## config.mk

```make
export PLATFORM = sky130hd
export DESIGN_NAME = roman_numeral_encoder
export DESIGN_NICKNAME = d
export VERILOG_FILES = /design/src/hw/rtl/rne_pkg.sv /design/src/hw/rtl/rne_front.sv /design/src/hw/rtl/rne_queue.sv /design/src/hw/rtl/rne_back.sv /design/src/hw/rtl/roman_numeral_encoder.sv
export SDC_FILE = /design/constraint.sdc
export NUM_CORES = 1
export LEC_CHECK = 0
export BUFFER_PORTS_ARGS = -buffer_cell sky130_fd_sc_hd__buf_2
export CAP_MARGIN = 20
export CORE_UTILIZATION = 52
export CTS_CLUSTER_DIAMETER = 50
export DETAILED_ROUTE_END_ITERATION = 8
export PLACE_DENSITY_LB_ADDON = 0.2
export SETUP_SLACK_MARGIN = 0.1
export SLEW_MARGIN = 5
export SYNTH_ARGS = -nofsm -noshare
export SYNTH_HDL_FRONTEND = slang
export SYNTH_HIERARCHICAL = 1
export SYNTH_SLANG_ARGS = --single-unit
```

## constraint.sdc

```tcl
create_clock -name clock -period 5.2 [get_ports clock]
set_input_delay 1.04 -clock clock [delete_from_list [all_inputs] [get_ports clock]]
set_output_delay 1.04 -clock clock [all_outputs]
set_load 0.02 [all_outputs]
```

## src/hw/rtl/rne_pkg.sv

```systemverilog
// Shared types, constants and the decimal digit split for the Roman numeral encoder.
// Depends on nothing; every other file of the block imports it.
package rne_pkg;

   localparam int unsigned VALUE_W = 12;

   localparam logic [VALUE_W-1:0] ROMAN_MAX     = 12'd3999;
   localparam logic [VALUE_W-1:0] UNIT_THOUSAND = 12'd1000;
   localparam logic [VALUE_W-1:0] UNIT_HUNDRED  = 12'd100;
   localparam logic [VALUE_W-1:0] UNIT_TEN      = 12'd10;

   typedef enum logic [2:0] {
      SYM_I = 3'd0,
      SYM_V = 3'd1,
      SYM_X = 3'd2,
      SYM_L = 3'd3,
      SYM_C = 3'd4,
      SYM_D = 3'd5,
      SYM_M = 3'd6
   } sym_type;

   // One classified item as it sits in the queue between front and back.
   typedef struct packed {
      logic       oor;
      logic [1:0] thou;
      logic [3:0] hund;
      logic [3:0] tens;
      logic [3:0] units;
   } digits_type;

   typedef struct packed {
      logic [3:0]         q;
      logic [VALUE_W-1:0] r;
   } split_type;

   // Quotient digit (capped at 9) and remainder of x by a constant unit,
   // found with nine independent compares against the unit multiples.
   function automatic split_type split_digit(input logic [VALUE_W-1:0] x,
                                             input logic [VALUE_W-1:0] unit);
      split_type          res;
      logic [VALUE_W+1:0] step;
      res.q = '0;
      res.r = x;
      step  = '0;
      for (int k = 1; k <= 9; k++) begin
         step = step + {2'b00, unit};
         if ({2'b00, x} >= step) begin
            res.q = 4'(k);
            res.r = x - step[VALUE_W-1:0];
         end
      end
      return res;
   endfunction

endpackage

```

## src/hw/rtl/rne_front.sv

```systemverilog
// Front of the Roman numeral encoder: accepts items, checks range, splits into digits.
// Depends on rne_pkg; feeds rne_queue.
module rne_front
   import rne_pkg::*;
(
   input  logic               clock,
   input  logic               reset,
   input  logic               req_valid,
   output logic               req_ready,
   input  logic [VALUE_W-1:0] req_value,
   output logic               push_valid,
   input  logic               push_ready,
   output digits_type         push_data
);

   logic       s1_valid_ff, s1_valid_in;
   logic       s1_oor_ff;
   logic [1:0] s1_thou_ff;
   logic [9:0] s1_rem_ff;

   logic       s2_valid_ff, s2_valid_in;
   logic       s2_oor_ff;
   logic [1:0] s2_thou_ff;
   logic [3:0] s2_hund_ff;
   logic [6:0] s2_rem_ff;

   logic      adv, s1_en;
   split_type th_split, hu_split, te_split;

   assign adv       = !s2_valid_ff || push_ready;
   assign s1_en     = adv || !s1_valid_ff;
   assign req_ready = s1_en;

   assign s1_valid_in = req_valid;
   assign s2_valid_in = s1_valid_ff;

   always_comb begin
      th_split = split_digit(req_value, UNIT_THOUSAND);
      hu_split = split_digit({2'b00, s1_rem_ff}, UNIT_HUNDRED);
      te_split = split_digit({5'b00000, s2_rem_ff}, UNIT_TEN);
   end

   // Tens and units come straight off the last stage into the queue.
   assign push_valid      = s2_valid_ff;
   assign push_data.oor   = s2_oor_ff;
   assign push_data.thou  = s2_thou_ff;
   assign push_data.hund  = s2_hund_ff;
   assign push_data.tens  = te_split.q;
   assign push_data.units = te_split.r[3:0];

   always_ff @(posedge clock) begin
      if (reset) begin
         s1_valid_ff <= 1'b0;
         s2_valid_ff <= 1'b0;
      end else begin
         if (s1_en) s1_valid_ff <= s1_valid_in;
         if (adv)   s2_valid_ff <= s2_valid_in;
      end
   end

   always_ff @(posedge clock) begin
      if (s1_en) begin
         s1_oor_ff  <= (req_value == '0) || (req_value > ROMAN_MAX);
         s1_thou_ff <= th_split.q[1:0];
         s1_rem_ff  <= th_split.r[9:0];
      end
      if (adv) begin
         s2_oor_ff  <= s1_oor_ff;
         s2_thou_ff <= s1_thou_ff;
         s2_hund_ff <= hu_split.q;
         s2_rem_ff  <= hu_split.r[6:0];
      end
   end

endmodule

```

## src/hw/rtl/rne_queue.sv

```systemverilog
// Short queue of classified items between the front and the back.
// Depends on rne_pkg for the entry type.
module rne_queue
   import rne_pkg::*;
#(
   parameter int unsigned DEPTH = 2
) (
   input  logic       clock,
   input  logic       reset,
   input  logic       push_valid,
   output logic       push_ready,
   input  digits_type push_data,
   output logic       head_valid,
   input  logic       pop,
   output digits_type head_data
);

   localparam int unsigned PTR_W = (DEPTH > 1) ? $clog2(DEPTH) : 1;
   localparam int unsigned CNT_W = $clog2(DEPTH + 1);

   digits_type       mem_ff [DEPTH];
   logic [PTR_W-1:0] wr_ptr_ff, wr_ptr_in;
   logic [PTR_W-1:0] rd_ptr_ff, rd_ptr_in;
   logic [CNT_W-1:0] count_ff, count_in;
   logic             do_push, do_pop;

   assign push_ready = count_ff != CNT_W'(DEPTH);
   assign head_valid = count_ff != '0;
   assign head_data  = mem_ff[rd_ptr_ff];
   assign do_push    = push_valid && push_ready;
   assign do_pop     = pop && head_valid;

   always_comb begin
      wr_ptr_in = wr_ptr_ff;
      rd_ptr_in = rd_ptr_ff;
      count_in  = count_ff;
      if (do_push) begin
         wr_ptr_in = (wr_ptr_ff == PTR_W'(DEPTH - 1)) ? '0 : wr_ptr_ff + 1'b1;
      end
      if (do_pop) begin
         rd_ptr_in = (rd_ptr_ff == PTR_W'(DEPTH - 1)) ? '0 : rd_ptr_ff + 1'b1;
      end
      if (do_push && !do_pop) count_in = count_ff + 1'b1;
      if (do_pop && !do_push) count_in = count_ff - 1'b1;
   end

   always_ff @(posedge clock) begin
      if (reset) begin
         wr_ptr_ff <= '0;
         rd_ptr_ff <= '0;
         count_ff  <= '0;
      end else begin
         wr_ptr_ff <= wr_ptr_in;
         rd_ptr_ff <= rd_ptr_in;
         count_ff  <= count_in;
      end
   end

   always_ff @(posedge clock) begin
      if (do_push) mem_ff[wr_ptr_ff] <= push_data;
   end

endmodule

```

## src/hw/rtl/rne_back.sv

```systemverilog
// Back of the Roman numeral encoder: walks the queue head digit by digit, one symbol a cycle
// unless rsp stalls. Depends on rne_pkg; reads rne_queue and drives the result register.
module rne_back
   import rne_pkg::*;
(
   input  logic       clock,
   input  logic       reset,
   input  logic       head_valid,
   input  digits_type head_data,
   output logic       pop,
   output logic       rsp_valid,
   input  logic       rsp_ready,
   output logic [2:0] rsp_symbol,
   output logic       rsp_out_of_range,
   output logic       rsp_last
);

   function automatic logic [3:0] digit_of(input digits_type h, input logic [1:0] idx);
      logic [3:0] d;
      unique case (idx)
         2'd3:    d = {2'b00, h.thou};
         2'd2:    d = h.hund;
         2'd1:    d = h.tens;
         default: d = h.units;
      endcase
      return d;
   endfunction

   function automatic logic [2:0] len_of(input logic [3:0] d);
      logic [2:0] n;
      unique case (d) inside
         [4'd0:4'd3]: n = d[2:0];
         4'd4, 4'd9:  n = 3'd2;
         [4'd5:4'd8]: n = 3'(d - 4'd4);
         default:     n = 3'd0;
      endcase
      return n;
   endfunction

   function automatic sym_type sym_of(input logic [1:0] idx, input logic [3:0] d,
                                      input logic [1:0] pos);
      sym_type one, five, ten, s;
      unique case (idx)
         2'd3:    begin one = SYM_M; five = SYM_M; ten = SYM_M; end
         2'd2:    begin one = SYM_C; five = SYM_D; ten = SYM_M; end
         2'd1:    begin one = SYM_X; five = SYM_L; ten = SYM_C; end
         default: begin one = SYM_I; five = SYM_V; ten = SYM_X; end
      endcase
      unique case (d) inside
         4'd4:        s = (pos == 2'd0) ? one : five;
         4'd9:        s = (pos == 2'd0) ? one : ten;
         [4'd5:4'd8]: s = (pos == 2'd0) ? five : one;
         default:     s = one;
      endcase
      return s;
   endfunction

   logic       started_ff, started_in;
   logic [1:0] idx_ff, idx_in;
   logic [1:0] pos_ff, pos_in;

   logic       rsp_valid_ff, rsp_valid_in;
   sym_type    sym_ff, sym_in;
   logic       oor_ff, oor_in;
   logic       last_ff, last_in;

   logic [3:0] nz;
   logic [1:0] first_idx, lower_idx, eff_idx, eff_pos;
   logic       lower_found, out_adv, emit, at_end;
   logic [3:0] cur_d;
   logic [2:0] cur_len;

   assign out_adv = !rsp_valid_ff || rsp_ready;
   assign emit    = head_valid && out_adv;

   always_comb begin
      nz = {head_data.thou != '0, head_data.hund != '0,
            head_data.tens != '0, head_data.units != '0};
      first_idx = '0;
      for (int k = 0; k < 4; k++) begin
         if (nz[k]) first_idx = 2'(k);
      end
      eff_idx = started_ff ? idx_ff : first_idx;
      eff_pos = started_ff ? pos_ff : 2'd0;
      lower_found = 1'b0;
      lower_idx   = '0;
      for (int k = 0; k < 4; k++) begin
         if (2'(k) < eff_idx && nz[k]) begin
            lower_found = 1'b1;
            lower_idx   = 2'(k);
         end
      end
      cur_d   = digit_of(head_data, eff_idx);
      cur_len = len_of(cur_d);
      at_end  = ({1'b0, eff_pos} + 3'd1) == cur_len;
   end

   always_comb begin
      started_in   = started_ff;
      idx_in       = idx_ff;
      pos_in       = pos_ff;
      pop          = 1'b0;
      rsp_valid_in = emit;
      sym_in       = SYM_I;
      oor_in       = 1'b0;
      last_in      = 1'b0;
      if (emit) begin
         if (head_data.oor) begin
            oor_in     = 1'b1;
            last_in    = 1'b1;
            pop        = 1'b1;
            started_in = 1'b0;
         end else begin
            sym_in = sym_of(eff_idx, cur_d, eff_pos);
            if (at_end && !lower_found) begin
               last_in    = 1'b1;
               pop        = 1'b1;
               started_in = 1'b0;
            end else if (at_end) begin
               idx_in     = lower_idx;
               pos_in     = 2'd0;
               started_in = 1'b1;
            end else begin
               idx_in     = eff_idx;
               pos_in     = eff_pos + 2'd1;
               started_in = 1'b1;
            end
         end
      end
   end

   always_ff @(posedge clock) begin
      if (reset) begin
         started_ff   <= 1'b0;
         idx_ff       <= '0;
         pos_ff       <= '0;
         rsp_valid_ff <= 1'b0;
      end else begin
         started_ff <= started_in;
         idx_ff     <= idx_in;
         pos_ff     <= pos_in;
         if (out_adv) rsp_valid_ff <= rsp_valid_in;
      end
   end

   always_ff @(posedge clock) begin
      if (out_adv) begin
         sym_ff  <= sym_in;
         oor_ff  <= oor_in;
         last_ff <= last_in;
      end
   end

   assign rsp_valid        = rsp_valid_ff;
   assign rsp_symbol       = sym_ff;
   assign rsp_out_of_range = oor_ff;
   assign rsp_last         = last_ff;

endmodule

```

## src/hw/rtl/roman_numeral_encoder.sv

```systemverilog
// Top level of the Roman numeral encoder: front, queue and back wired together.
// Depends on rne_pkg, rne_front, rne_queue and rne_back.
//
//   channel | ports                                        | moves
//   --------+----------------------------------------------+-------------------------------
//   req     | req_valid, req_ready, req_value[11:0]        | one number per item
//   rsp     | rsp_valid, rsp_ready, rsp_symbol[2:0],       | one symbol per item, last set
//           | rsp_out_of_range, rsp_last                   | on the final one of a number
//
// An accepted number passes the two front pipeline stages (thousands split, then hundreds),
// enters the queue with its tens and units, and then yields one result item per cycle, unless
// rsp stalls, from the back sequencer: a number gives 1 to 15 result items, as many as it has
// symbols, since the single result register moves one symbol per cycle while rsp is not stalled.
// Reset clears the pipeline valids, the queue pointers, the sequencer and the result valid.
// A stall on rsp holds the back only; the front keeps accepting until QUEUE_DEPTH items wait
// in the queue and both front stages are full.
module roman_numeral_encoder
   import rne_pkg::*;
#(
   parameter int unsigned QUEUE_DEPTH = 2
) (
   input  logic               clock,
   input  logic               reset,
   input  logic               req_valid,
   output logic               req_ready,
   input  logic [VALUE_W-1:0] req_value,
   output logic               rsp_valid,
   input  logic               rsp_ready,
   output logic [2:0]         rsp_symbol,
   output logic               rsp_out_of_range,
   output logic               rsp_last
);

   logic       push_valid, push_ready;
   digits_type push_data;
   logic       head_valid, q_pop;
   digits_type head_data;

   // Accept, range check and digit split.
   rne_front u_front (
      .clock      (clock),
      .reset      (reset),
      .req_valid  (req_valid),
      .req_ready  (req_ready),
      .req_value  (req_value),
      .push_valid (push_valid),
      .push_ready (push_ready),
      .push_data  (push_data)
   );

   // Hold classified items so the front and back stall on their own.
   rne_queue #(
      .DEPTH (QUEUE_DEPTH)
   ) u_queue (
      .clock      (clock),
      .reset      (reset),
      .push_valid (push_valid),
      .push_ready (push_ready),
      .push_data  (push_data),
      .head_valid (head_valid),
      .pop        (q_pop),
      .head_data  (head_data)
   );

   // Advance through the digits of the head item, one symbol per cycle unless rsp stalls.
   rne_back u_back (
      .clock            (clock),
      .reset            (reset),
      .head_valid       (head_valid),
      .head_data        (head_data),
      .pop              (q_pop),
      .rsp_valid        (rsp_valid),
      .rsp_ready        (rsp_ready),
      .rsp_symbol       (rsp_symbol),
      .rsp_out_of_range (rsp_out_of_range),
      .rsp_last         (rsp_last)
   );

   // Dropping the head item must coincide with loading its final symbol.
   a_pop_loads_last : assert property (@(posedge clock) disable iff (reset)
      q_pop |=> rsp_valid && rsp_last)
      else $error("queue head dropped without a last result");

   // An error result is a single item with symbol zero.
   a_error_single : assert property (@(posedge clock) disable iff (reset)
      rsp_valid && rsp_out_of_range |-> rsp_last && rsp_symbol == 3'(SYM_I))
      else $error("error result is not a lone last item");

   // Only the queue head is ever dropped.
   a_pop_has_head : assert property (@(posedge clock) disable iff (reset)
      q_pop |-> head_valid)
      else $error("pop from an empty queue");

   // A valid run never carries the unused symbol code.
   a_symbol_code : assert property (@(posedge clock) disable iff (reset)
      rsp_valid |-> rsp_symbol != 3'd7)
      else $error("symbol code out of range");

endmodule

```

== Word-level counts from Yosys, hierarchy flattened ==
Memory sizes are Yosys's and may differ from the RTL's. A register that Yosys moved wholly into a read port is not among the register bits.
Cells that the tools add are included.

* Flip-flop bits (word level): 44
* Bits in writable memories: 30
* Input port bits: 16
* Output and inout port bits: 7
* Word-level logic and storage cells: 190
* Memories kept: 1

{| class="wikitable"
|+ Memory list
! name !! depth !! bits a word !! read ports !! clocked after memory_dff !! write ports !! line !! RTL
|-
| u_queue.mem_ff || 2 || 15 || 1 || 1 || 1 || rne_queue.sv:21 || <nowiki>digits_type mem_ff [DEPTH];</nowiki>
|}

* Add/sub/neg operators: 30
* $lt $le $gt $ge: 32
* Equal/unequal tests: 7
* Mux-type cells: 60
* Bitwise logic cells: 3
* Reductions and logical operators: 36

{| class="wikitable"
|+ Operators by type and width
! operator !! number
|-
| 15-bit two-way mux || 8
|-
| 14-bit two-way mux || 6
|-
| 13-bit two-way mux || 5
|-
| 10-bit >= comparator (second input constant) || 4
|-
| 3-bit one-hot mux with 3 select lines || 4
|-
| 10-bit by 10-bit subtractor with 11-bit output (second input constant) || 3
|-
| 10-bit by 9-bit subtractor with 11-bit output (second input constant) || 3
|-
| 16-bit two-way mux || 2
|-
| 10-bit by 9-bit >= comparator with 1-bit output (second input constant) || 3
|-
| 12-bit >= comparator (second input constant) || 2
|-
| 12-bit subtractor (second input constant) || 2
|-
| 7-bit by 6-bit subtractor with 8-bit output (second input constant) || 3
|-
| 7-bit by 7-bit subtractor with 8-bit output (second input constant) || 3
|-
| 7-bit by 6-bit >= comparator with 1-bit output (second input constant) || 3
|-
| 7-bit >= comparator (second input constant) || 3
|-
| 2-bit two-way mux || 10
|-
| 1-bit two-way mux || 18
|-
| 7-bit by 5-bit subtractor with 8-bit output (second input constant) || 2
|-
| 12-bit by 14-bit >= comparator with 1-bit output (second input constant) || 1
|-
| 7-bit by 5-bit >= comparator with 1-bit output (second input constant) || 2
|-
| 12-bit by 10-bit >= comparator with 1-bit output (second input constant) || 1
|-
| 12-bit by 11-bit >= comparator with 1-bit output (second input constant) || 1
|-
| 12-bit > comparator (second input constant) || 1
|-
| 1-bit logical AND || 12
|-
| other kinds (41) || 66
|}

== Depth between registers and ports, before layout ==
* Depth in word-level cells: 21
* Depth in mapped cells: 17
* Depth with buffers taken out: 14

== Modules after synthesis ==
Netlist, hierarchy kept.

{| class="wikitable"
|+ Modules (own cells, without submodules)
! module !! times used !! cells each !! area an instance (um2) !! sequential area each (um2)
|-
| rne_front || 1 || 377 || 3200.6 || 850.8
|-
| rne_queue || 1 || 71 || 1302.5 || 1001.0
|-
| rne_back || 1 || 121 || 1059.8 || 270.3
|}

== Worst setup path after synthesis ==
Ideal clock, no wire load.

* Path kind: reg2reg
* From: register (tool-made name)
* To: register u_queue.count_ff[1]
* Library setup time: 70 ps
* Arrival: 4138 ps
* Required time: 5130 ps
* Path slack: 992 ps
* Cell stages (with the launch flop): 17
* Period minus slack after synthesis: 4208 ps
* Path through: dfxtp_1 buf_2 buf_2 mux2_2 or4_4 buf_6 o21ai_4 a32oi_2 a211oi_4 or4b_4 nand3_4 nand3_1 a21oi_1 o21a_1 ha_1 or3_1 a21oi_1

{| class="wikitable"
|+ RTL lines
! element !! line !! RTL
|-
| to (signal assigned) || rne_queue.sv:55 || <nowiki>count_ff <= count_in;</nowiki>
|-
| to (decl) || rne_queue.sv:24 || <nowiki>logic [CNT_W-1:0] count_ff, count_in;</nowiki>
|}

==> impl_metrics.tcl <==
set metrics [dict create \
    clock-sinks 75 \
    gp_congestion 0.932 \
    crit_required_ns 5.47 \
    synth_nets 626 \
    die_area_um2 11100 \
    rsz0062_at_grt "false" \
    postPlaceCellArea_um2 5740 \
    die_y_um 105 \
    grt_pass1_wl_mm 20.3 \
    drv_slew 0 \
    path_class "register to register" \
    synthDistinctLibCells 83 \
    vias 4511 \
    synth_area_um2 5560 \
    max_cap_violations 0 \
    cts_setup_buffers 0 \
    power.total_uw 1980 \
    p_clk_share_pct 24.5 \
    clk_latency_ns 0.33 \
    cts_tree "done" \
    finalCriticalPeriod_ns 4.65 \
    cts.hold.buffers_added 0 \
    postSynthCellCount 569 \
    cts_resized 0 \
    finalHoldViolCount 0 \
    sw_frac_of_total_pct 35.0 \
    drc 0 \
    cp_max_fo 15 \
    antenna_found_initial 0 \
    fin_nets 639 \
    rows 37 \
    final_area_um2 5960 \
    cts_root_buf "clkbuf_8" \
    grt_max_degree 17 \
    drt_first_iter_violations 292 \
    setup_viol 0 \
    endpoint_kind "register" \
    final.setup_skew_ns 0.00955 \
    n_antenna_cell 0 \
    tightest_slew_ns 0.680 \
    outcome "finished, final reports clean" \
    ys_ff_latch 75 \
    portBuffers 22 \
    yosys.area_share.simple_pct 16.8 \
    hp-class "register to register" \
    critPathArrivalTime_ns 4.92 \
    avgSynthCellArea_um2 9.78 \
    grt_usage_pct 22.7 \
    clockBufferDepth 2 \
    synth_compound_area_share_pct 24.6 \
    timing.final.ws_setup_ns 0.550 \
    synth.yosys.seq_area_share_pct 38.1 \
    place_ws_ns 0.580 \
    core_area_um2 10400 \
    h-tree-depth 3 \
    powerDensity_nw_per_um2 332 \
    fill_cells 910 \
    ant_nets 0 \
    synth_xor_area_share_pct 2.99 \
    irDropWorstVdd_v 0.000170 \
    power_switching_uw 692 \
    start_util_pct 53.6 \
    start_kind "register" \
    cts_buffers 9 \
    pwr-share-comb_pct 33.1 \
    wl_per_cell_um 16.7 \
    die_w_um 105 \
    power_frac_seq_pct 42.4 \
    wl_mm 12.1 \
    syn2layout_area_growth_pct 7.20 \
    hpwlAfterDp_mm 9.00 \
    max-slew-margin-rel_pct 54.6 \
    synth-async-reset-ratio_pct 0 \
    synth_flop_cell "edfxtp_1" \
    drive_gt1_share_pct 14.7 \
    synthTopCellsByArea "edfxtp_1, ha_1, a21oi_1" \
    via_per_inst 6.24 \
    synth_fa_ha_area_share_pct 9.22 \
    synth_warnings 6 \
    fmax_mhz 215 \
    netlist.area_leader.share_pct 33.5 \
    internal_power_uw 1290 \
    synthMostInstantiatedCell "edfxtp_1" \
    synth_commonest_cells "edfxtp_1, a21oi_1, nand2_1, ha_1, nor2_1" \
    path_clk_slew_ns 0.08 \
    grt_pass1_vias 4309 \
    synth_area_leader_cell "edfxtp_1" \
    grt_remaining_overflow 0 \
    finalSetupTns_ns 0 \
    synth-edff-count 62 \
    dr.pass1.iters 6 \
    power_leakage_uw 0.00223 \
    synth_top_family_by_area "compound AO/OA/AOI/OAI gates" \
    hold_ws_ns 0.425 \
    io_pins 23 \
    muxShareOfSynthArea_pct 4.21 \
    finalCritPeriodShare_pct 89.4 \
]
## area by class of cell
cell class	count	area (um2)	area share, %
Multi-Input combinational cell	442	3210	53.9
Sequential cell	75	2120	35.6
Tap cell	136	170	2.85
Clock buffer	9	124	2.08
Timing Repair Buffer	23	118	1.97
Inverter	31	116	1.95
Clock inverter	7	98.8	1.66
## cells by family after synthesis
group,Yosys count
multiplexers,21
adder cells (fa/ha/maj),41
buffers and inverters,52
AND/OR/NAND/NOR,176
flip-flops,75
XOR/XNOR,19
AO/OA/AOI/OAI,185
## metrics by stage
stage	utilization, %	instances
floorplan	-	569
global placement	55.4	707
detailed placement	55.4	707
CTS	57.5	723
global route	57.5	723
finish	57.5	723
## routing by layer
metal	part of all wire [%]	track usage [%]	wire, um	vias up
met5	0	0	0	-
met1	44	29.3	5250	2155
met4	1.1	8.25	128	0
li1	-	-	-	2184
met3	5.1	3.09	617	15
met2	50	38.8	6060	157
## sequential cells by signal (all words and copies together) (netlist names), named ones only
register,cells
u_back/pos_ff,2
u_back/rsp_valid,1
u_back/rsp_symbol,3
u_front/s1_valid_ff,1
u_front/s2_rem_ff,7
u_front/push_valid,1
u_front/s2_hund_ff,4
u_front/s1_rem_ff,10
u_queue/wr_ptr_ff,1
u_back/started_ff,1
u_back/rsp_last,1
u_front/s1_thou_ff,2
u_back/idx_ff,2
u_front/s2_thou_ff,2
u_queue/mem_ff,30
u_front/s2_oor_ff,1
u_queue/count_ff,2
u_queue/rd_ptr_ff,1
u_front/s1_oor_ff,1
u_back/rsp_out_of_range,1
## critical path, cell delays in order (launching register included)
cell	delay, ns
dfxtp_1	0.72
mux2_2	0.44
nor4_1	0.39
a21oi_1	0.30
a211o_2	0.42
a211oi_4	0.33
or4b_4	0.53
nand3_4	0.14
nand3_1	0.13
a21oi_1	0.24
o21a_1	0.19
ha_1	0.27
or3_1	0.35
a21oi_1	0.14
## power by group through the flow
stage | logic (uW) | registers [uW] | clock network (uW)
global placement | 627 | 847 | 0
detailed placement | 642 | 850 | 0
global route | 725 | 849 | 523
floorplan | 548 | 790 | 0
finish | 656 | 838 | 484
CTS | 647 | 837 | 498
## placed cells by master (no fill, tap or decap), types with 6 or more instances in the layout
cell type and n:
edfxtp_1 62, nand2_1 46, a31oi_1 12, o21ai_0 28, nand2b_1 10, nor2b_1 6, dfxtp_1 13, buf_2 22
nor3_1 7, inv_1 31, clkbuf_8 9, nand3_1 19, ha_1 41, nand4_1 6, a21oi_1 52, o22ai_1 6
mux2_2 15, nor2_1 39, o21a_1 8, nor4_1 7, xnor2_1 14, and3_1 6
## path summary, 6_finish.rpt
kind / from / to / slack, ns / cells after the start
hold / removal: u_front/s1_oor_ff$_DFFE_PP_ / u_front/s2_oor_ff$_DFFE_PP_ / 0.42 / 0
setup reg to reg: register / u_queue/count_ff[1]$_SDFFE_PP0P_ / 0.55 / 13
hold reg to reg: u_front/s1_oor_ff$_DFFE_PP_ / u_front/s2_oor_ff$_DFFE_PP_ / 0.42 / 0
setup / recovery: register / u_queue/count_ff[1]$_SDFFE_PP0P_ / 0.55 / 13
No activity file was read; power rests on OpenSTA's default activity.
